--- src/design/tte_pkg.sv ---
// Shared types, constants and codes of the ToF tilt estimator.
package tte_pkg;

   localparam int SAMPLE_WIDTH_DEF = 16;
   localparam int ECHO_W           = 16;
   localparam int TILT_W           = 17;
   localparam int FRESH_W          = 18;
   localparam int PROD_W           = 34;
   localparam int DIV_W            = 32;
   localparam int DVS_W            = 16;
   localparam int CSR_IDX_W        = 3;
   localparam int CSR_DATA_W       = 32;
   localparam int REQ_DATA_W       = 64;
   localparam int RSP_DATA_W       = 120;

   localparam logic [15:0] SQRT_START = 16'h8000;
   localparam logic [15:0] TIME_SCALE = 16'd2000;
   localparam logic [9:0]  WEIGHT_ONE = 10'd1000;
   localparam logic [9:0]  ALPHA_RST  = 10'd500;
   localparam logic [9:0]  SPEED_RST  = 10'd343;

   // Reciprocal of 1000 scaled by 2**36; exact for dividends below 2**26.
   localparam logic [26:0] RECIP_1000  = 27'd68719477;
   localparam int          RECIP_SHIFT = 36;

   localparam int FLAG_TIME  = 0;
   localparam int FLAG_RANGE = 1;
   localparam int FLAG_PLANE = 2;

   typedef enum logic [2:0] {
      CSR_ALPHA,
      CSR_FLAGS,
      CSR_SPEED_L,
      CSR_SPEED_R,
      CSR_SPEED_U,
      CSR_SPEED_D,
      CSR_SPACING,
      CSR_GAIN
   } csr_idx_type;

   typedef enum logic [2:0] {
      PH_TIME,
      PH_RANGE,
      PH_HEIGHT,
      PH_TX,
      PH_TY
   } phase_type;

   typedef enum logic [4:0] {
      OP_NONE,
      OP_LOAD,
      OP_TIME_FRESH,
      OP_STORE_FRESH,
      OP_BL_MUL1,
      OP_BL_MUL2,
      OP_DIV_BLEND,
      OP_STORE_BLEND,
      OP_D_MUL,
      OP_D_DIV,
      OP_D_TAKE,
      OP_H_SUM,
      OP_X_DIFF,
      OP_SQ1,
      OP_SQ2,
      OP_SQRT_START,
      OP_TL_CHECK,
      OP_TL_MUL,
      OP_TL_DIV,
      OP_TL_TAKE,
      OP_OUT
   } dp_op_type;

   typedef struct packed {
      dp_op_type  op;
      phase_type  phase;
      logic [1:0] idx;
      logic       axis;
   } dp_cmd_type;

   typedef struct packed {
      logic       div_busy;
      logic       sqrt_busy;
      logic       root_zero;
      logic       out_busy;
      logic [2:0] flags;
   } dp_stat_type;

   typedef enum logic [4:0] {
      S_IDLE,
      S_TIME,
      S_STORE,
      S_BL1,
      S_BL2,
      S_BLD,
      S_BLW,
      S_DMUL,
      S_DDIV,
      S_DWAIT,
      S_HSUM,
      S_XDIFF,
      S_SQ1,
      S_SQ2,
      S_SQST,
      S_SQW,
      S_TCHK,
      S_TMUL,
      S_TDIV,
      S_TWAIT,
      S_OUT
   } state_type;

endpackage

--- src/design/tte_ctrl.sv ---
// Sequencer of the ToF tilt estimator.
module tte_ctrl (
   input  logic                 clock,
   input  logic                 reset,
   input  logic                 req_tvalid,
   output logic                 req_tready,
   input  tte_pkg::dp_stat_type stat,
   output tte_pkg::dp_cmd_type  cmd
);

   tte_pkg::state_type state_ff, state_in;
   tte_pkg::phase_type phase_ff, phase_in;
   logic [1:0]         idx_ff, idx_in;
   logic               axis_ff, axis_in;

   tte_pkg::state_type aft_state;
   logic [1:0]         aft_idx;
   logic               aft_axis;

   always_comb begin
      aft_state = tte_pkg::S_IDLE;
      aft_idx   = idx_ff;
      aft_axis  = axis_ff;
      case (phase_ff)
         tte_pkg::PH_TIME: aft_state = tte_pkg::S_DMUL;
         tte_pkg::PH_RANGE: begin
            if (idx_ff == 2'd3) begin
               aft_state = tte_pkg::S_HSUM;
            end else begin
               aft_state = tte_pkg::S_TIME;
               aft_idx   = idx_ff + 2'd1;
            end
         end
         tte_pkg::PH_HEIGHT: begin
            aft_state = tte_pkg::S_XDIFF;
            aft_axis  = 1'b0;
         end
         tte_pkg::PH_TX: begin
            aft_state = tte_pkg::S_XDIFF;
            aft_axis  = 1'b1;
         end
         tte_pkg::PH_TY: aft_state = tte_pkg::S_OUT;
         default:        aft_state = tte_pkg::S_IDLE;
      endcase
   end

   always_comb begin
      state_in = state_ff;
      phase_in = phase_ff;
      idx_in   = idx_ff;
      axis_in  = axis_ff;
      unique case (state_ff)
         tte_pkg::S_IDLE: begin
            if (req_tvalid) begin
               state_in = tte_pkg::S_TIME;
               idx_in   = 2'd0;
            end
         end
         tte_pkg::S_TIME: begin
            phase_in = tte_pkg::PH_TIME;
            state_in = stat.flags[tte_pkg::FLAG_TIME] ? tte_pkg::S_BL1 : tte_pkg::S_STORE;
         end
         tte_pkg::S_STORE: begin
            state_in = aft_state;
            idx_in   = aft_idx;
            axis_in  = aft_axis;
         end
         tte_pkg::S_BL1: state_in = tte_pkg::S_BL2;
         tte_pkg::S_BL2: state_in = tte_pkg::S_BLD;
         tte_pkg::S_BLD: state_in = tte_pkg::S_BLW;
         tte_pkg::S_BLW: begin
            if (!stat.div_busy) begin
               state_in = aft_state;
               idx_in   = aft_idx;
               axis_in  = aft_axis;
            end
         end
         tte_pkg::S_DMUL: state_in = tte_pkg::S_DDIV;
         tte_pkg::S_DDIV: state_in = tte_pkg::S_DWAIT;
         tte_pkg::S_DWAIT: begin
            if (!stat.div_busy) begin
               phase_in = tte_pkg::PH_RANGE;
               state_in = stat.flags[tte_pkg::FLAG_RANGE] ? tte_pkg::S_BL1
                                                          : tte_pkg::S_STORE;
            end
         end
         tte_pkg::S_HSUM: begin
            phase_in = tte_pkg::PH_HEIGHT;
            state_in = stat.flags[tte_pkg::FLAG_PLANE] ? tte_pkg::S_BL1 : tte_pkg::S_STORE;
         end
         tte_pkg::S_XDIFF: begin
            phase_in = axis_ff ? tte_pkg::PH_TY : tte_pkg::PH_TX;
            state_in = tte_pkg::S_SQ1;
         end
         tte_pkg::S_SQ1:  state_in = tte_pkg::S_SQ2;
         tte_pkg::S_SQ2:  state_in = tte_pkg::S_SQST;
         tte_pkg::S_SQST: state_in = tte_pkg::S_SQW;
         tte_pkg::S_SQW: begin
            if (!stat.sqrt_busy) begin
               state_in = tte_pkg::S_TCHK;
            end
         end
         tte_pkg::S_TCHK: begin
            if (stat.root_zero) begin
               state_in = stat.flags[tte_pkg::FLAG_PLANE] ? tte_pkg::S_BL1
                                                          : tte_pkg::S_STORE;
            end else begin
               state_in = tte_pkg::S_TMUL;
            end
         end
         tte_pkg::S_TMUL: state_in = tte_pkg::S_TDIV;
         tte_pkg::S_TDIV: state_in = tte_pkg::S_TWAIT;
         tte_pkg::S_TWAIT: begin
            if (!stat.div_busy) begin
               state_in = stat.flags[tte_pkg::FLAG_PLANE] ? tte_pkg::S_BL1
                                                          : tte_pkg::S_STORE;
            end
         end
         tte_pkg::S_OUT: begin
            if (!stat.out_busy) begin
               state_in = tte_pkg::S_IDLE;
            end
         end
         default: state_in = tte_pkg::S_IDLE;
      endcase
   end

   always_comb begin
      cmd.op     = tte_pkg::OP_NONE;
      cmd.phase  = phase_ff;
      cmd.idx    = idx_ff;
      cmd.axis   = axis_ff;
      req_tready = 1'b0;
      unique case (state_ff)
         tte_pkg::S_IDLE: begin
            req_tready = 1'b1;
            if (req_tvalid) cmd.op = tte_pkg::OP_LOAD;
         end
         tte_pkg::S_TIME:  cmd.op = tte_pkg::OP_TIME_FRESH;
         tte_pkg::S_STORE: cmd.op = tte_pkg::OP_STORE_FRESH;
         tte_pkg::S_BL1:   cmd.op = tte_pkg::OP_BL_MUL1;
         tte_pkg::S_BL2:   cmd.op = tte_pkg::OP_BL_MUL2;
         tte_pkg::S_BLD:   cmd.op = tte_pkg::OP_DIV_BLEND;
         tte_pkg::S_BLW:   if (!stat.div_busy) cmd.op = tte_pkg::OP_STORE_BLEND;
         tte_pkg::S_DMUL:  cmd.op = tte_pkg::OP_D_MUL;
         tte_pkg::S_DDIV:  cmd.op = tte_pkg::OP_D_DIV;
         tte_pkg::S_DWAIT: if (!stat.div_busy) cmd.op = tte_pkg::OP_D_TAKE;
         tte_pkg::S_HSUM:  cmd.op = tte_pkg::OP_H_SUM;
         tte_pkg::S_XDIFF: cmd.op = tte_pkg::OP_X_DIFF;
         tte_pkg::S_SQ1:   cmd.op = tte_pkg::OP_SQ1;
         tte_pkg::S_SQ2:   cmd.op = tte_pkg::OP_SQ2;
         tte_pkg::S_SQST:  cmd.op = tte_pkg::OP_SQRT_START;
         tte_pkg::S_SQW:   cmd.op = tte_pkg::OP_NONE;
         tte_pkg::S_TCHK:  cmd.op = tte_pkg::OP_TL_CHECK;
         tte_pkg::S_TMUL:  cmd.op = tte_pkg::OP_TL_MUL;
         tte_pkg::S_TDIV:  cmd.op = tte_pkg::OP_TL_DIV;
         tte_pkg::S_TWAIT: if (!stat.div_busy) cmd.op = tte_pkg::OP_TL_TAKE;
         tte_pkg::S_OUT:   if (!stat.out_busy) cmd.op = tte_pkg::OP_OUT;
         default:          cmd.op = tte_pkg::OP_NONE;
      endcase
   end

   always_ff @(posedge clock) begin
      if (reset) begin
         state_ff <= tte_pkg::S_IDLE;
         phase_ff <= tte_pkg::PH_TIME;
         idx_ff   <= '0;
         axis_ff  <= 1'b0;
      end else begin
         state_ff <= state_in;
         phase_ff <= phase_in;
         idx_ff   <= idx_in;
         axis_ff  <= axis_in;
      end
   end

endmodule

--- config.mk ---
export PLATFORM = sky130hd
export DESIGN_NAME = tte_ctrl
export DESIGN_NICKNAME = d
export VERILOG_FILES = /design/src/design/tte_pkg.sv /design/src/design/tte_ctrl.sv
export SDC_FILE = /design/constraint.sdc
export NUM_CORES = 1
export LEC_CHECK = 0
export BUFFER_PORTS_ARGS = -buffer_cell sky130_fd_sc_hd__buf_4
export CORE_ASPECT_RATIO = 1.75
export CORE_MARGIN = 10
export CORE_UTILIZATION = 45
export CTS_CLUSTER_SIZE = 28
export DETAILED_ROUTE_END_ITERATION = 10
export HOLD_SLACK_MARGIN = 0.12
export PLACE_DENSITY = 0.82
export SLEW_MARGIN = 20
export SYNTH_ARGS = -nofsm -noshare
export SYNTH_HDL_FRONTEND = slang
export SYNTH_SLANG_ARGS = --single-unit
--- constraint.sdc ---
create_clock -name clock -period 1.8 [get_ports clock]
set_input_delay 0.18 -clock clock [delete_from_list [all_inputs] [get_ports clock]]
set_output_delay 0.18 -clock clock [all_outputs]
set_load 0.02 [all_outputs]
# After elaboration in Yosys (flattened, before gate mapping)
# Cells that the tools add are included.
[totals]
out_inout_bits = 12
regBits = 11
elab_cells = 77
input_bits = 10
[classes]
mux = 31
reduce_logical = 10
eq_ne = 31
add_sub_neg = 1
[op_table]
columns = ["cell", "n"]
rows = [
  ["$pmux 5 s21", 1],
  ["$pmux 5 s20", 1],
  ["$mux 5", 9],
  ["$eq 5x4->1 const B", 8],
  ["$eq 5x5->1 const B", 5],
  ["$eq 5x3->1 const B", 4],
  ["$pmux 5 s4", 1],
  ["$ne 2x2->1 const B", 6],
  ["$pmux 3 s4", 1],
  ["$eq 5x2->1 const B", 2],
  ["$mux 3", 3],
  ["$mux 2", 4],
  ["$mux 4", 2],
  ["$eq 3x2->1 const B", 2],
  ["$mux 1", 6],
  ["$pmux 2 s3", 1],
  ["$reduce_and 6->1", 1],
  ["$eq 5x1->1 const B", 1],
  ["$logic_not 5->1", 1],
  ["$pmux 1 s2", 2],
  ["$reduce_and 2->1", 2],
  ["$reduce_bool 4->1", 1],
  ["$eq 3x1->1 const B", 1],
  ["$eq 3x3->1 const B", 1],
  ["7 further kinds", 7],
]

# Logic depth before layout (Yosys ltp)
[depth]
word_depth = 5
ltp_mapped = 7
ltp_nobuf = 6

# Worst setup path before layout
# Ideal clock, no wire load.
[synth_timing]
path_type = "register to output"
start = "register state_ff[3]"
end = "output cmd[9] (netlist name)"
t_required_ns = 1.620
setup_slack_ns = -0.576
stages_incl_launch_ff = 5
path_buffers = 2
arrival_time_ns = 2.196
path_cell_list = "dfxtp_1 clkbuf_1 clkbuf_1 o21ai_1 a2111oi_0"
[synth_rtl]
columns = ["element", "line", "text"]
rows = [
  ["from (decl)", "tte_ctrl.sv:11", "tte_pkg::state_type state_ff, state_in;"],
  ["from (signal assigned)", "tte_ctrl.sv:165", "state_ff <= tte_pkg::S_IDLE;"],
  ["from (signal assigned)", "tte_ctrl.sv:170", "state_ff <= state_in;"],
  ["to (decl)", "tte_ctrl.sv:8", "output tte_pkg::dp_cmd_type cmd"],
]

# Worst setup path after layout
[layout_timing]
start = "register idx_ff[0]"
end = "register idx_ff[1]"
[layout_via]
elab_chain_cells = 5
word_cells_on_any_way = 6
cone_classes = "1 x add/sub; 1 x eq/ne; 4 x mux"
[layout_lines]
columns = ["element", "line", "text"]
rows = [
  ["from (decl)", "tte_ctrl.sv:13", "logic [1:0] idx_ff, idx_in;"],
  ["from (signal assigned)", "tte_ctrl.sv:172", "idx_ff <= idx_in;"],
  ["$add 2x1->2 or $eq 2x2->1 (tied branches)", "tte_ctrl.sv:31, tte_ctrl.sv:27", ""],
  ["$mux 2 (*)", "tte_ctrl.sv:27", "if (idx_ff == 2'd3) begin"],
  ["$mux 2 (*)", "tte_ctrl.sv:24", "case (phase_ff)"],
  ["$mux 2", "tte_ctrl.sv:72", "if (!stat.div_busy) begin"],
  ["$pmux 2 s3 (*)", "tte_ctrl.sv:52", "unique case (state_ff)"],
]
# Mark *: on every way between the ends. The rest lies on a longest branch, timed or not. The select of a mux whose other input is x is not followed.
# A chain may end at the register's enable or synchronous reset.

==> reports/results.tsv <==
metric	value	unit
mostFrequentLayoutCells	35 x buf_4, 13 x nand2_1, 10 x a21oi_1, 9 x nor2_1, 7 x dfxtp_1	
grt_pass1_wl	6.07	mm
crit_buf_inv	0	
vias	1444	
io_buffers	21	
start_util	46.8	%
status	complete, but fails checks	
diodes	0	
post-route-period-util	100	%
synth-seq-cells	11	
root_buffer	clkbuf_8	
synth_area	1080	um^2
drt_iter0_drc	132	
pre_cts_ws	-36.0	ps
setup_viol	1	
switchingPower	0.915	mW
critPathMaxStageDelay	340	ps
power_density	1310	nW/um^2
drv_slew	0	
htree_levels	1	
p_seq_share	19.2	%
cp-start-kind	register	
rsz0062_at_grt	true	
p_sw_share	46.1	%
dieHeight	84.7	um
layout-drive-gt1-share	34.8	%
grt_max_degree	26	
drc	0	
r2r_slack	-5	ps
design.die.area	4830	um^2
ant_nets	0	
synth_nets	166	
cts-buffers-inserted	3	
path_cells	ha_1, nor3b_1, nor3b_2, o21ai_2, or3_1, a21oi_2	
fin_ws	-5.32	ps
worstPathRequired	1960	ps
p_int	1.07	mW
synth_cell_types	48	
pwr-share-clk	12.0	%
drt-total-wl	4.05	mm
critPathTopFamily	simple AND/OR/NAND/NOR gates	
hpwl	2.70	mm
violations	setup timing	
final_cell_area	1520	um^2
timing.final.hold_violations	0	
firstDrtPassIters	5	
ys_seq_area_share	20.4	%
post-route-min-period	1810	ps
pin_count	22	
fp-row-count	23	
placed_cell_area	1320	um^2
crit_fanout	4	
layout.core_utilization	66.0	%
coreArea	2300	um^2
crit_arrival	1970	ps
gp_congestion	0.991	
final_common_cell	buf_4	
grt_use_total	14.7	%
fillers	194	
drv_cap	0	
area_delta_synth_final	41.1	%
async_reset_ff_share	0	%
place_inst	198	
final_cells	209	
clock.fmax	0.554	GHz
holdCritPathClass	input port to register	
synth_edf_count	0	
clockBufferDepth	2	
worst_slew_pin_slew	348	ps
cts_tree	yes	
finalClockSkew	3.20	ps
wire_per_inst	19.4	um
clk_latency	230	ps
combPwrFrac	68.8	%
postSynthAreaPerCell	6.95	um^2
crit_type	register to register	
power_leakage	0.626	nW
peakVddDrop	922	uV
cp-end-kind	register	
grt_antenna_before_repair	0	
die_x	57.0	um
vias_per_cell	6.91	
clock_sinks	11	
syn_inst	155	
hold-worst-slack	195	ps
yosys_warnings	0	
overflow	0	
cpMaxStageDelayCell	nor3b_1	
grt_pass1_vias	1361	
yosys_most_used_dff	dfxtp_1	
fin_setup_tns	-5.32	ps
fin_nets	196	
path_clk_slew	50	ps
slew_headroom	76.2	%
finalPower	1.99	mW
hold_buffers	0	
==> state kept, by name, indices dropped and copies added (netlist names) <==
name / cells
state_ff: 5
axis_ff: 1
phase_ff: 3
idx_ff: 2
==> per-layer routing <==
layer | track usage (%) | wire (um)
met1 | 15.2 | 1360
met3 | 3.02 | 408
met5 | 0 | 0
met4 | 9.66 | 176
met2 | 25.5 | 2100
==> synthesized netlist by cell type (4+ instances only) <==
| master | instances | share of area [%] |
|---|---|---|
| nand2_1 | 13 | 4.5 |
| a21oi_1 | 12 | 5.6 |
| dfxtp_1 | 11 | 20 |
| clkbuf_1 | 10 | 3.5 |
| nor2_1 | 10 | 3.5 |
| nor3_1 | 7 | 3.3 |
| inv_1 | 6 | 2.1 |
| and3_1 | 5 | 2.9 |
| nand4_1 | 5 | 2.9 |
| nor2b_1 | 5 | 2.9 |
| o21ai_0 | 5 | 2.3 |
| o21ai_1 | 5 | 2.3 |
| or3_1 | 5 | 2.9 |
| nand2b_1 | 4 | 2.3 |
==> area by class of cell <==
type | count | area, um^2 | share of cell area (%)
multi-input cells | 121 | 833 | 54.8
repair buffers | 40 | 350 | 23.0
flip-flops and latches | 11 | 230 | 15.1
clock buffers | 4 | 45.0 | 2.96
well taps | 25 | 31.3 | 2.06
inverters | 8 | 30.0 | 1.98
==> worst reg2reg max path, delay by kind of cell, from the launching register on <==
| kind | cells | cell delay (ps) |
|---|---|---|
| and+or+nand+nor | 3 | 930 |
| AOI/OAI and AO/OA | 2 | 230 |
| DFF | 1 | 330 |
| adders and majority gates | 1 | 240 |
==> kinds of logic (layout without fill, tap and decap cells) <==
family / Yosys count / count (layout) / share of synthesized area (%)
simple gates: 70 / 70 / 37.2
compound gates: 47 / 47 / 29.2
buf+inv: 23 / 52 / 9.41
flops: 11 / 11 / 20.4
xor+xnor: 1 / 1 / 0.813
mux: 2 / 2 / 1.86
fa+ha+maj: 1 / 1 / 1.16
==> power groups by stage <==
stage          combinational, mW  clock, mW  sequential (mW)
6_report                    1.37      0.239            0.381
3_5_place_dp                1.15          0            0.352
4_1_cts                     1.17      0.245            0.351
3_3_place_gp                1.11          0            0.348
5_1_grt                     1.47      0.260            0.389
2_1_floorplan              0.779          0            0.341
==> what timing repair did <==
item	4_1_cts	5_1_grt
gates resized for setup	6	17
gates cloned	0	1
pin swaps	1	7
setup buffers	0	6
endpoints found under the setup margin	3	9
==> worst paths after layout <==
| check | start | end | cells after the start |
|---|---|---|---|
| worst max register to register | idx_ff[0] | idx_ff[1] | 6 |
| worst min register to register | idx_ff[0] | idx_ff[0] | 2 |
| worst min-delay path | reset | phase_ff[1] | 2 |
| worst max-delay path | idx_ff[0] | idx_ff[1] | 6 |
Power figures use the tool's default switching activity.
