## src/design/tte_pkg.sv

```systemverilog
// Shared types, constants and codes of the ToF tilt estimator.
package tte_pkg;

   localparam int SAMPLE_WIDTH_DEF = 16;
   localparam int ECHO_W           = 16;
   localparam int TILT_W           = 17;
   localparam int FRESH_W          = 18;
   localparam int PROD_W           = 34;
   localparam int DIV_W            = 32;
   localparam int DVS_W            = 16;
   localparam int CSR_IDX_W        = 3;
   localparam int CSR_DATA_W       = 32;
   localparam int REQ_DATA_W       = 64;
   localparam int RSP_DATA_W       = 120;

   localparam logic [15:0] SQRT_START = 16'h8000;
   localparam logic [15:0] TIME_SCALE = 16'd2000;
   localparam logic [9:0]  WEIGHT_ONE = 10'd1000;
   localparam logic [9:0]  ALPHA_RST  = 10'd500;
   localparam logic [9:0]  SPEED_RST  = 10'd343;

   // Reciprocal of 1000 scaled by 2**36; exact for dividends below 2**26.
   localparam logic [26:0] RECIP_1000  = 27'd68719477;
   localparam int          RECIP_SHIFT = 36;

   localparam int FLAG_TIME  = 0;
   localparam int FLAG_RANGE = 1;
   localparam int FLAG_PLANE = 2;

   typedef enum logic [2:0] {
      CSR_ALPHA,
      CSR_FLAGS,
      CSR_SPEED_L,
      CSR_SPEED_R,
      CSR_SPEED_U,
      CSR_SPEED_D,
      CSR_SPACING,
      CSR_GAIN
   } csr_idx_type;

   typedef enum logic [2:0] {
      PH_TIME,
      PH_RANGE,
      PH_HEIGHT,
      PH_TX,
      PH_TY
   } phase_type;

   typedef enum logic [4:0] {
      OP_NONE,
      OP_LOAD,
      OP_TIME_FRESH,
      OP_STORE_FRESH,
      OP_BL_MUL1,
      OP_BL_MUL2,
      OP_DIV_BLEND,
      OP_STORE_BLEND,
      OP_D_MUL,
      OP_D_DIV,
      OP_D_TAKE,
      OP_H_SUM,
      OP_X_DIFF,
      OP_SQ1,
      OP_SQ2,
      OP_SQRT_START,
      OP_TL_CHECK,
      OP_TL_MUL,
      OP_TL_DIV,
      OP_TL_TAKE,
      OP_OUT
   } dp_op_type;

   typedef struct packed {
      dp_op_type  op;
      phase_type  phase;
      logic [1:0] idx;
      logic       axis;
   } dp_cmd_type;

   typedef struct packed {
      logic       div_busy;
      logic       sqrt_busy;
      logic       root_zero;
      logic       out_busy;
      logic [2:0] flags;
   } dp_stat_type;

   typedef enum logic [4:0] {
      S_IDLE,
      S_TIME,
      S_STORE,
      S_BL1,
      S_BL2,
      S_BLD,
      S_BLW,
      S_DMUL,
      S_DDIV,
      S_DWAIT,
      S_HSUM,
      S_XDIFF,
      S_SQ1,
      S_SQ2,
      S_SQST,
      S_SQW,
      S_TCHK,
      S_TMUL,
      S_TDIV,
      S_TWAIT,
      S_OUT
   } state_type;

endpackage

```

## src/design/tte_datapath.sv

```systemverilog
// Datapath of the ToF tilt estimator: registers, multiplier, divider and square root.
module tte_datapath #(
   parameter int SAMPLE_WIDTH = tte_pkg::SAMPLE_WIDTH_DEF
) (
   input  logic                                clock,
   input  logic                                reset,
   input  logic                                csr_wr_en,
   input  logic [tte_pkg::CSR_IDX_W-1:0]       csr_wr_index,
   input  logic [tte_pkg::CSR_DATA_W-1:0]      csr_wr_data,
   input  logic [tte_pkg::REQ_DATA_W-1:0]      req_tdata,
   input  tte_pkg::dp_cmd_type                 cmd,
   output tte_pkg::dp_stat_type                stat,
   output logic                                rsp_tvalid,
   input  logic                                rsp_tready,
   output logic [tte_pkg::RSP_DATA_W-1:0]      rsp_tdata
);

   logic [9:0]  alpha_ff;
   logic [2:0]  flags_ff;
   logic [9:0]  speed_ff [4];
   logic [31:0] spacing_ff;
   logic [31:0] gain_ff;

   logic [15:0]        in_ff    [4];
   logic [15:0]        time_ff  [4];
   logic [15:0]        range_ff [4];
   logic signed [16:0] plane_ff [3];

   logic signed [17:0] fresh_ff;
   logic signed [33:0] prod_ff;
   logic [15:0]        h_ff;
   logic               tneg_ff;
   logic               bneg_ff;
   logic [1:0]         deg_ff;

   logic        div_busy_ff;
   logic [4:0]  div_cnt_ff;
   logic [31:0] dq_ff;
   logic [15:0] drem_ff;
   logic [15:0] dvs_ff;

   logic        sq_busy_ff;
   logic [15:0] g_ff;
   logic [15:0] c_ff;
   logic [31:0] n_ff;

   logic                                rsp_valid_ff;
   logic [tte_pkg::RSP_DATA_W-1:0]      rsp_data_ff;

   logic [9:0]         w;
   logic [9:0]         wc;
   logic [15:0]        base;
   logic [15:0]        gain;
   logic signed [17:0] prev;
   logic signed [17:0] mul_a;
   logic signed [17:0] mul_b;
   logic signed [35:0] mul_p;
   logic               mul_en;
   logic               acc_en;
   logic signed [33:0] prod_in;
   logic [33:0]        pmag;
   logic               div_start;
   logic               rc_start;
   logic [25:0]        rc_x;
   logic [52:0]        rc_p;
   logic [16:0]        trial;
   logic [16:0]        tdiff;
   logic               ge;
   logic [31:0]        gsq;
   logic [15:0]        g_try;
   logic [15:0]        c_nxt;
   logic signed [17:0] quo;
   logic signed [17:0] store_val;
   logic [17:0]        rsum;
   logic [15:0]        da;
   logic [15:0]        db;

   assign w    = (alpha_ff > tte_pkg::WEIGHT_ONE) ? tte_pkg::WEIGHT_ONE : alpha_ff;
   assign wc   = tte_pkg::WEIGHT_ONE - w;
   assign base = cmd.axis ? spacing_ff[31:16] : spacing_ff[15:0];
   assign gain = cmd.axis ? gain_ff[31:16] : gain_ff[15:0];
   assign da   = cmd.axis ? range_ff[2] : range_ff[0];
   assign db   = cmd.axis ? range_ff[3] : range_ff[1];
   assign quo  = dq_ff[17:0];
   assign rsum = 18'(range_ff[0]) + 18'(range_ff[1]) + 18'(range_ff[2]) + 18'(range_ff[3]);

   always_comb begin
      case (cmd.phase)
         tte_pkg::PH_TIME:   prev = {2'b00, time_ff[cmd.idx]};
         tte_pkg::PH_RANGE:  prev = {2'b00, range_ff[cmd.idx]};
         tte_pkg::PH_HEIGHT: prev = {plane_ff[2][16], plane_ff[2]};
         tte_pkg::PH_TX:     prev = {plane_ff[0][16], plane_ff[0]};
         tte_pkg::PH_TY:     prev = {plane_ff[1][16], plane_ff[1]};
         default:            prev = '0;
      endcase
   end

   always_comb begin
      mul_a  = '0;
      mul_b  = '0;
      mul_en = 1'b0;
      acc_en = 1'b0;
      case (cmd.op)
         tte_pkg::OP_BL_MUL1: begin
            mul_a  = {8'd0, w};
            mul_b  = fresh_ff;
            mul_en = 1'b1;
         end
         tte_pkg::OP_BL_MUL2: begin
            mul_a  = {8'd0, wc};
            mul_b  = prev;
            mul_en = 1'b1;
            acc_en = 1'b1;
         end
         tte_pkg::OP_D_MUL: begin
            mul_a  = {2'b00, time_ff[cmd.idx]};
            mul_b  = {8'd0, speed_ff[cmd.idx]};
            mul_en = 1'b1;
         end
         tte_pkg::OP_SQ1: begin
            mul_a  = {2'b00, base};
            mul_b  = {2'b00, base};
            mul_en = 1'b1;
         end
         tte_pkg::OP_SQ2: begin
            mul_a  = {2'b00, h_ff};
            mul_b  = {2'b00, h_ff};
            mul_en = 1'b1;
            acc_en = 1'b1;
         end
         tte_pkg::OP_TL_MUL: begin
            mul_a  = {2'b00, gain};
            mul_b  = {2'b00, h_ff};
            mul_en = 1'b1;
         end
         default: begin
            mul_en = 1'b0;
         end
      endcase
   end

   assign mul_p   = mul_a * mul_b;
   assign prod_in = acc_en ? prod_ff + 34'(mul_p) : 34'(mul_p);
   assign pmag    = prod_ff[33] ? 34'(-prod_ff) : 34'(prod_ff);

   // Division by 1000 or 2000 uses a reciprocal product; 2000 is a halving first.
   assign div_start = (cmd.op == tte_pkg::OP_TL_DIV);
   assign rc_start  = (cmd.op == tte_pkg::OP_DIV_BLEND) || (cmd.op == tte_pkg::OP_D_DIV);
   assign rc_x      = (cmd.op == tte_pkg::OP_D_DIV) ? pmag[26:1] : pmag[25:0];
   assign rc_p      = rc_x * tte_pkg::RECIP_1000;

   assign trial = {drem_ff, dq_ff[31]};
   assign tdiff = trial - {1'b0, dvs_ff};
   assign ge    = (trial >= {1'b0, dvs_ff});

   assign gsq   = g_ff * g_ff;
   assign g_try = (gsq > n_ff) ? (g_ff ^ c_ff) : g_ff;
   assign c_nxt = c_ff >> 1;

   assign store_val = (cmd.op == tte_pkg::OP_STORE_FRESH) ? fresh_ff
                    : (bneg_ff ? -quo : quo);

   always_ff @(posedge clock) begin
      if (reset) begin
         alpha_ff    <= tte_pkg::ALPHA_RST;
         flags_ff    <= '0;
         speed_ff[0] <= tte_pkg::SPEED_RST;
         speed_ff[1] <= tte_pkg::SPEED_RST;
         speed_ff[2] <= tte_pkg::SPEED_RST;
         speed_ff[3] <= tte_pkg::SPEED_RST;
         spacing_ff  <= '0;
         gain_ff     <= '0;
      end else if (csr_wr_en) begin
         unique case (tte_pkg::csr_idx_type'(csr_wr_index))
            tte_pkg::CSR_ALPHA:   alpha_ff    <= csr_wr_data[9:0];
            tte_pkg::CSR_FLAGS:   flags_ff    <= csr_wr_data[2:0];
            tte_pkg::CSR_SPEED_L: speed_ff[0] <= csr_wr_data[9:0];
            tte_pkg::CSR_SPEED_R: speed_ff[1] <= csr_wr_data[9:0];
            tte_pkg::CSR_SPEED_U: speed_ff[2] <= csr_wr_data[9:0];
            tte_pkg::CSR_SPEED_D: speed_ff[3] <= csr_wr_data[9:0];
            tte_pkg::CSR_SPACING: spacing_ff  <= csr_wr_data;
            tte_pkg::CSR_GAIN:    gain_ff     <= csr_wr_data;
         endcase
      end
   end

   always_ff @(posedge clock) begin
      if (reset) begin
         for (int i = 0; i < 4; i++) begin
            time_ff[i]  <= '0;
            range_ff[i] <= '0;
         end
         for (int i = 0; i < 3; i++) begin
            plane_ff[i] <= '0;
         end
      end else if ((cmd.op == tte_pkg::OP_STORE_FRESH) ||
                   (cmd.op == tte_pkg::OP_STORE_BLEND)) begin
         case (cmd.phase)
            tte_pkg::PH_TIME:   time_ff[cmd.idx]  <= store_val[15:0];
            tte_pkg::PH_RANGE:  range_ff[cmd.idx] <= store_val[15:0];
            tte_pkg::PH_HEIGHT: plane_ff[2]       <= store_val[16:0];
            tte_pkg::PH_TX:     plane_ff[0]       <= store_val[16:0];
            tte_pkg::PH_TY:     plane_ff[1]       <= store_val[16:0];
            default:            plane_ff[2]       <= plane_ff[2];
         endcase
      end
   end

   always_ff @(posedge clock) begin
      if (cmd.op == tte_pkg::OP_LOAD) begin
         for (int i = 0; i < 4; i++) begin
            in_ff[i] <= 16'(req_tdata[i*tte_pkg::ECHO_W +: SAMPLE_WIDTH]);
         end
      end
      if (mul_en) begin
         prod_ff <= prod_in;
      end
      if (cmd.op == tte_pkg::OP_DIV_BLEND) begin
         bneg_ff <= prod_ff[33];
      end
      if (cmd.op == tte_pkg::OP_X_DIFF) begin
         h_ff    <= (da > db) ? da - db : db - da;
         tneg_ff <= cmd.axis ? (da > db) : !(da > db);
      end
      case (cmd.op)
         tte_pkg::OP_TIME_FRESH: fresh_ff <= {2'b00, in_ff[cmd.idx]};
         tte_pkg::OP_D_TAKE:     fresh_ff <= quo;
         tte_pkg::OP_H_SUM:      fresh_ff <= {2'b00, rsum[17:2]};
         tte_pkg::OP_TL_CHECK:   if (g_ff == '0) fresh_ff <= '0;
         tte_pkg::OP_TL_TAKE:    fresh_ff <= tneg_ff ? -quo : quo;
         default:                fresh_ff <= fresh_ff;
      endcase
   end

   always_ff @(posedge clock) begin
      if (reset) begin
         deg_ff <= '0;
      end else if (cmd.op == tte_pkg::OP_LOAD) begin
         deg_ff <= '0;
      end else if ((cmd.op == tte_pkg::OP_TL_CHECK) && (g_ff == '0)) begin
         deg_ff[cmd.axis] <= 1'b1;
      end
   end

   always_ff @(posedge clock) begin
      if (reset) begin
         div_busy_ff <= 1'b0;
         div_cnt_ff  <= '0;
      end else if (div_start) begin
         div_busy_ff <= 1'b1;
         div_cnt_ff  <= '0;
      end else if (div_busy_ff) begin
         div_cnt_ff <= div_cnt_ff + 5'd1;
         if (div_cnt_ff == 5'(tte_pkg::DIV_W - 1)) begin
            div_busy_ff <= 1'b0;
         end
      end
   end

   always_ff @(posedge clock) begin
      if (div_start) begin
         dq_ff   <= pmag[31:0];
         drem_ff <= '0;
         dvs_ff  <= g_ff;
      end else if (rc_start) begin
         dq_ff   <= 32'(rc_p[tte_pkg::RECIP_SHIFT +: 17]);
      end else if (div_busy_ff) begin
         dq_ff   <= {dq_ff[30:0], ge};
         drem_ff <= ge ? tdiff[15:0] : trial[15:0];
      end
   end

   always_ff @(posedge clock) begin
      if (reset) begin
         sq_busy_ff <= 1'b0;
      end else if (cmd.op == tte_pkg::OP_SQRT_START) begin
         sq_busy_ff <= 1'b1;
      end else if (sq_busy_ff && (c_nxt == '0)) begin
         sq_busy_ff <= 1'b0;
      end
   end

   always_ff @(posedge clock) begin
      if (cmd.op == tte_pkg::OP_SQRT_START) begin
         n_ff <= (prod_ff[33:32] != 2'b00) ? '1 : prod_ff[31:0];
         g_ff <= tte_pkg::SQRT_START;
         c_ff <= tte_pkg::SQRT_START;
      end else if (sq_busy_ff) begin
         c_ff <= c_nxt;
         g_ff <= (c_nxt == '0) ? g_try : (g_try | c_nxt);
      end
   end

   always_ff @(posedge clock) begin
      if (reset) begin
         rsp_valid_ff <= 1'b0;
      end else if (cmd.op == tte_pkg::OP_OUT) begin
         rsp_valid_ff <= 1'b1;
      end else if (rsp_tready) begin
         rsp_valid_ff <= 1'b0;
      end
   end

   always_ff @(posedge clock) begin
      if (cmd.op == tte_pkg::OP_OUT) begin
         rsp_data_ff <= {4'd0, deg_ff, plane_ff[2][15:0], plane_ff[1], plane_ff[0],
                         range_ff[3], range_ff[2], range_ff[1], range_ff[0]};
      end
   end

   assign rsp_tvalid     = rsp_valid_ff;
   assign rsp_tdata      = rsp_data_ff;
   assign stat.div_busy  = div_busy_ff;
   assign stat.sqrt_busy = sq_busy_ff;
   assign stat.root_zero = (g_ff == '0);
   assign stat.out_busy  = rsp_valid_ff && !rsp_tready;
   assign stat.flags     = flags_ff;

endmodule

```

## config.mk

```make
export PLATFORM = sky130hd
export DESIGN_NAME = tte_datapath
export DESIGN_NICKNAME = d
export VERILOG_FILES = /design/src/design/tte_pkg.sv /design/src/design/tte_datapath.sv
export SDC_FILE = /design/constraint.sdc
export NUM_CORES = 2
export LEC_CHECK = 0
export BUFFER_PORTS_ARGS = -buffer_cell sky130_fd_sc_hd__buf_2
export CORE_MARGIN = 5
export CORE_UTILIZATION = 45
export DETAILED_ROUTE_END_ITERATION = 8
export SYNTH_ARGS = -nofsm -noshare
export SYNTH_HDL_FRONTEND = slang
export SYNTH_SLANG_ARGS = --single-unit
```

## constraint.sdc

```tcl
create_clock -name clock -period 36.3 [get_ports clock]
set_input_delay 7.26 -clock clock [delete_from_list [all_inputs] [get_ports clock]]
set_output_delay 7.26 -clock clock [all_outputs]
set_load 0.01 [all_outputs]
```

* After elaboration in Yosys (flattened, before gate mapping)
Memories as Yosys holds them, arrays and structs flattened. Cells that the tools add are included.
Storage, ports and cells: bits in registers 401, bits in writable memories 283, logic and storage cells 215, memories kept 5
Operators by class: add/subtract/negate cells 11, $mul 3, order comparisons 6, equal/unequal tests 33, muxes and demuxes 93, bitwise gates (word level) 12, reductions and logical operators 31
Memory list:
- in_ff | words 4, bits a word 16, read ports 1, clocked after memory_dff 0, write ports 4, RTL line tte_datapath.sv:24 | logic [15:0] in_ff [4];
- range_ff | words 4, bits a word 16, read ports 5, clocked after memory_dff 0, write ports 4, RTL line tte_datapath.sv:26 | logic [15:0] range_ff [4];
- time_ff | words 4, bits a word 16, read ports 1, clocked after memory_dff 0, write ports 4, RTL line tte_datapath.sv:25 | logic [15:0] time_ff [4];
- plane_ff | words 3, bits a word 17, read ports 3, clocked after memory_dff 0, write ports 3, RTL line tte_datapath.sv:27 | logic signed [16:0] plane_ff [3];
- speed_ff | words 4, bits a word 10, read ports 1, clocked after memory_dff 0, write ports 4, RTL line tte_datapath.sv:20 | logic [9:0] speed_ff [4];
Operator list (count):
- $pmux W18 S5 | 3
- $mux W16 | 10
- $mux W32 | 4
- $mux W17 | 6
- $pmux W16 S6 | 1
- $mux W1 | 57
- $mul A26 B27 Y53 const B | 1
- $mux W10 | 5
- $sub A16 B16 Y16 | 3
- $eq A5 B4 Y1 const B | 8
- $mux W18 | 2
- $add A34 B34 Y34 | 1
- $mul A17 B18 Y34 | 1
- $mux W34 | 1
- $gt A32 B32 Y1 | 1
- $logic_not A16 Y1 | 2
- $mul A16 B16 Y32 | 1
- $neg A32 Y32 | 1
- $reduce_or A16 Y1 | 2
- $eq A5 B5 Y1 const B | 6
- $mux W26 | 1
- $eq A5 B3 Y1 const B | 4
- $add A17 B16 Y18 | 1
- $add A18 B16 Y18 | 1
- other kinds (33) | 66

* Logic depth before layout (Yosys ltp)
depth in word-level cells 7, depth in mapped cells 44

* Worst setup path after synthesis
OpenSTA, ideal clock, no wires.
kind input to register, start point input port cmd[2] (netlist bit), end point register prod_ff[33] (data pin), library setup time 0.270 ns, arrival time 17.028 ns, required time 36.030 ns, slack 19.002 ns, cell stages on the path 36, path through buf_1 -> clkbuf_1 -> clkbuf_1 -> mux4_2 -> nand2_1 -> a21oi_1 -> a2111oi_0 -> nor2_1 -> fa_1 -> inv_1 -> fa_1 -> fa_1 -> inv_1 -> fa_1 -> fa_1 -> inv_1 -> fa_1 -> inv_1 -> ha_1 -> a21o_1 -> a221o_1 -> a31oi_1 -> o21ai_0 -> a21o_1 -> a21oi_1 -> xnor2_1 -> ha_1 -> a41o_1 -> a21oi_1 -> o21ai_0 -> o41ai_1 -> o41ai_1 -> a21oi_1 -> o21ai_0 -> mux2i_1 -> xor2_1
Between the ends: cells in the longest elaborated chain, start to end 6, elaborated cells on any way between the ends 9, those cells by class add/sub: 1; mul: 1; mux: 4; memory: 3
Ends and longest elaborated chain:
- start: declaration | RTL line tte_datapath.sv:11 | input tte_pkg::dp_cmd_type cmd,
- $mem_v2 Z4 W16, on equally long branches
- $pmux W18 S5 | RTL line tte_datapath.sv:88 | case (cmd.phase)
- $pmux W18 S5 | RTL line tte_datapath.sv:103 | case (cmd.op)
- $mul A17 B18 Y34 (*) | RTL line tte_datapath.sv:142 | assign mul_p = mul_a * mul_b;
- $add A34 B34 Y34 | RTL line tte_datapath.sv:143 | assign prod_in = acc_en ? prod_ff + 34'(mul_p) : 34'(mul_p);
- $mux W34 (*) | RTL line tte_datapath.sv:143
- named net prod_in[33] | RTL line tte_datapath.sv:60 | logic signed [33:0] prod_in;
- end signal: assignment | RTL line tte_datapath.sv:216 | prod_ff <= prod_in;
- end: declaration | RTL line tte_datapath.sv:30 | logic signed [33:0] prod_ff;
Mark *: on every way through the listed nets, which the timed path passes. The rest lies on a longest branch. A chain may end at the register's enable or synchronous reset.

* Worst setup path in the final report
start point input port cmd[2] (netlist bit), end point register prod_ff[27] (data pin)
The elaborated chain is that of the path after synthesis.

==> key figures <==
Run status
  – Run status: finished clean

Drt
  – Detail Route met2 WL: 84.96 mm
  – Routed metal-1 wire length: 76.28 mm
  – Met3 WL: between 10 and 15 mm
  – ANT nets after route: 0
  – Routed wire length per instance: between 20 and 25 um
  – Routed vias: roughly 45k
  – Iteration count of the initial detailed-routing pass: 8
  – Ratio of routed vias to standard cells: between 5 and 6
  – Total DRC errors in the routed layout: 0
  – Iter 0 DRT Violations: 3780
  – Topmost layer with routed signal wires: met5
  – Final routed wirelength across all metal layers: about 180 mm

Min path
  – Min-delay worst type: register to register
  – Hold path startpoint: spacing_ff[9]

Critical path
  – CP peak stage delay: 0.85 ns
  – Largest fanout on the critical path: 50
  – Sort of element at the end of the critical path: register
  – Cell with the largest stage delay on the worst path: sky130_fd_sc_hd__a2111oi_2
  – Launching element of the worst setup path: cmd[2]
  – Top cell by count, worst path: sky130_fd_sc_hd__fa_1
  – Endpoint arrival time on the critical path: about 18 ns
  – Required time worst endpoint: 36.69 ns
  – Startpoint of the worst-slack reg-to-reg timing path: alpha_ff[1]
  – Category of the most critical setup path: primary input to register
  – Startpoint type of the worst setup path: primary input

Floorplanning
  – Die outline width: 384.7 um
  – Ports: ~240
  – Area of the die: 0.1480 mm2
  – Die Y-Extent: about 380 um
  – Effective utilization at floorplan: a little under half
  – Total number of placement rows: between 100 and 150
  – Core outline area: 0.1395 mm2

Global routing
  – Pin count of the biggest net entering global routing: 81
  – Leftover overflow at the end of global routing: 0
  – Wire length of the first global-routing pass: approximately 280 mm
  – Total GRT Usage: between 20% and 30%
  – Initial antenna violation count: 16
  – Number of global-route vias before repair: approximately 47k

Timing
  – Peak clock frequency supported by timing: about 55 MHz
  – Final number of hold-violating endpoints: 0
  – Setup_tns: 0 ns
  – Worst setup skew after layout: slightly above 0.07 ns
  – Worst-margin pin slew: 1.222 ns
  – Final setup fails: 0
  – RSZ-0062 raised after global routing: no
  – Clock period minus final worst setup slack: between 15 and 20 ns
  – Post-route clock period utilization: between 40% and 50%
  – Max-Slew Margin vs Limit: 18.21%
  – Max Slew Vio Count: 0

Clock network
  – Clock tree from TritonCTS: done
  – Setup Fix Bufs, Post-CTS: 0
  – Clock-pin slew of the registers on the worst-case setup and hold paths: about 0.060 ns
  – Clk Tree Root Cell: sky130_fd_sc_hd__clkbuf_16
  – Buffers from clock root to sink, at most: 3
  – Clock latency reported for the late side of the worst-skew pair: about 0.71 ns
  – H-tree level count: 3
  – Number of buffers added by the clock tree synthesis step: 75
  – Quantity of gates resized following cts: 0
  – Sinks on the clock net: 684
  – Hold Buf Count CTS: 0

Layout
  – Net total in the final layout: approximately 7.8k
  – Area growth from synthesis to layout: 9.821%
  – Fraction of final layout cells with drive strength greater than 1: slightly above 9%

Synth
  – Yosys cell types: 87
  – Count of flip-flops with a built-in enable after synthesis: roughly 550
  – Mapped Avg Cell Area: 10.18 um2
  – Async set-or-reset flop fraction in the synthesized netlist: 0%
  – Gate count of the mapped netlist: about 6.2k
  – Share of the yosys chip area belonging to registers: just over 30%
  – Most used DFF post-synth: sky130_fd_sc_hd__edfxtp_1
  – Number of synthesis warnings: 0
  – Area of the mapped netlist: approximately 0.063 mm2
  – Number of flip-flops and latches in the synthesized netlist: between 600 and 700

Place
  – Placer's final routability congestion estimate: 0.9505
  – Final HPWL DP: about 140 mm
  – Port Buffers: around 240

Run
  – Max_cap viols: 0
-- layout by cell type (no fill, tap or decap), types with 41 or more instances in the layout --
cell / instances
sky130_fd_sc_hd__ha_1: 578
sky130_fd_sc_hd__mux4_2: 58
sky130_fd_sc_hd__clkbuf_16: 78
sky130_fd_sc_hd__or3_1: 67
sky130_fd_sc_hd__inv_1: 1103
sky130_fd_sc_hd__edfxtp_1: 549
sky130_fd_sc_hd__o21ai_0: 153
sky130_fd_sc_hd__nand2b_1: 61
sky130_fd_sc_hd__xnor2_1: 102
sky130_fd_sc_hd__buf_4: 88
sky130_fd_sc_hd__xor2_1: 93
sky130_fd_sc_hd__nor2b_1: 46
sky130_fd_sc_hd__mux2i_1: 139
sky130_fd_sc_hd__fa_1: 703
sky130_fd_sc_hd__dfxtp_1: 135
sky130_fd_sc_hd__buf_2: 233
sky130_fd_sc_hd__nand3_1: 60
sky130_fd_sc_hd__a21oi_1: 325
sky130_fd_sc_hd__and2_1: 91
sky130_fd_sc_hd__o21a_1: 41
sky130_fd_sc_hd__nor3_1: 63
sky130_fd_sc_hd__a21o_1: 104
sky130_fd_sc_hd__nor2_1: 509
sky130_fd_sc_hd__nand2_1: 552
-- logic make-up (layout without fill, tap and decap cells) --
logic type                 after synthesis  in the layout  synth area share [%]
and+or+nand+nor                       1604           1604                 11.62
buffers and inverters                 1325           1567                 7.924
adders and majority gates             1281           1281                 33.72
AOI/OAI and AO/OA                      908            908                 9.176
DFF                                    684            684                 30.37
muxes                                  208            208                 4.464
xor gates and xnor gates               195            195                 2.703
other                                    2             32               0.01189
-- path summary, 6_finish.rpt --
path	endpoint	slack (ns)	depth (start not counted)
hold reg to reg	spacing_ff[9]	0.45	2
hold / removal	spacing_ff[9]	0.45	2
setup / recovery	prod_ff[27]	18.21	35
setup reg to reg	prod_ff[27]	25.10	38
-- state kept, by name (all words and copies together) (netlist names), 18 cells and up --
register    cells
dq_ff          32
fresh_ff       18
gain_ff        32
in_ff          64
n_ff           32
plane_ff       51
prod_ff        34
range_ff       64
rsp_tdata     116
spacing_ff     32
speed_ff       40
time_ff        64
-- cell type report --
type	instances	area (um2)
clock inverter	41	457.9
timing repair buffer	321	1827
clock buffer	99	2141
fill	12840	70150
antenna	12	30.03
inverter	1106	4151
sequential	684	19190
tap	1876	2347
multi-input combinational	4216	39240
-- cell usage after synthesis (10+ instances only) --
master,instances,area share (%)
sky130_fd_sc_hd__a211oi_1,23,0.27
sky130_fd_sc_hd__a21o_1,104,1.2
sky130_fd_sc_hd__a21oi_1,338,2.7
sky130_fd_sc_hd__a221oi_1,38,0.53
sky130_fd_sc_hd__a31oi_1,16,0.16
sky130_fd_sc_hd__and2_1,91,0.90
sky130_fd_sc_hd__and3_1,34,0.34
sky130_fd_sc_hd__buf_1,18,0.11
sky130_fd_sc_hd__clkbuf_1,187,1.1
sky130_fd_sc_hd__dfxtp_1,135,4.3
sky130_fd_sc_hd__edfxtp_1,549,26
sky130_fd_sc_hd__fa_1,703,22
sky130_fd_sc_hd__ha_1,578,11
sky130_fd_sc_hd__inv_1,1104,6.6
sky130_fd_sc_hd__mux2_2,10,0.18
sky130_fd_sc_hd__mux2i_1,140,2.2
sky130_fd_sc_hd__mux4_2,58,2.1
sky130_fd_sc_hd__nand2_1,552,3.3
sky130_fd_sc_hd__nand2b_1,61,0.60
sky130_fd_sc_hd__nand3_1,61,0.48
sky130_fd_sc_hd__nand4_1,32,0.32
sky130_fd_sc_hd__nor2_1,513,3.0
sky130_fd_sc_hd__nor2b_1,46,0.46
sky130_fd_sc_hd__nor3_1,66,0.52
sky130_fd_sc_hd__nor4_1,16,0.16
sky130_fd_sc_hd__nor4b_1,13,0.18
sky130_fd_sc_hd__o211ai_1,22,0.26
sky130_fd_sc_hd__o21a_1,41,0.49
sky130_fd_sc_hd__o21ai_0,157,1.2
sky130_fd_sc_hd__o21bai_1,23,0.27
sky130_fd_sc_hd__o31ai_1,27,0.32
sky130_fd_sc_hd__o41ai_1,10,0.14
sky130_fd_sc_hd__or2_2,13,0.13
sky130_fd_sc_hd__or3_1,67,0.66
sky130_fd_sc_hd__xnor2_1,102,1.4
sky130_fd_sc_hd__xor2_1,93,1.3
-- per-stage QoR --
step / instances / util [%] / setup WS [ns] / area (um2) / hold slack [ns]
after floorplan: 6225 / - / 19.00 / 63240 / 0.4064
after global placement: 8203 / 47.84 / 17.64 / 66750 / 0.4370
after detailed placement: 8203 / 47.84 / 17.54 / 66750 / 0.4344
after CTS: 8343 / 49.70 / 18.23 / 69350 / 0.4540
after global routing: 8352 / 49.72 / 17.84 / 69370 / 0.4608
final: 8355 / 49.72 / 18.21 / 69380 / 0.4534
-- worst max-delay path: cells and delay by family --
family | cells | cell delay (ns)
compound gates | 16 | 4.92
fa+ha+maj | 8 | 3.77
buf+inv | 6 | 1.13
mux | 1 | 0.60
simple gates | 2 | 0.40
xor+xnor | 2 | 0.32
-- routing by layer --
layer  track usage [%]  vias up
li1                  -    20970
met4             7.819        4
met2             40.27     1526
met3             3.829      306
met5                 0        -
met1             32.76    22590
Power is not shown: default switching activity piles up to over one toggle a cycle in this logic, so the estimate is an artifact.
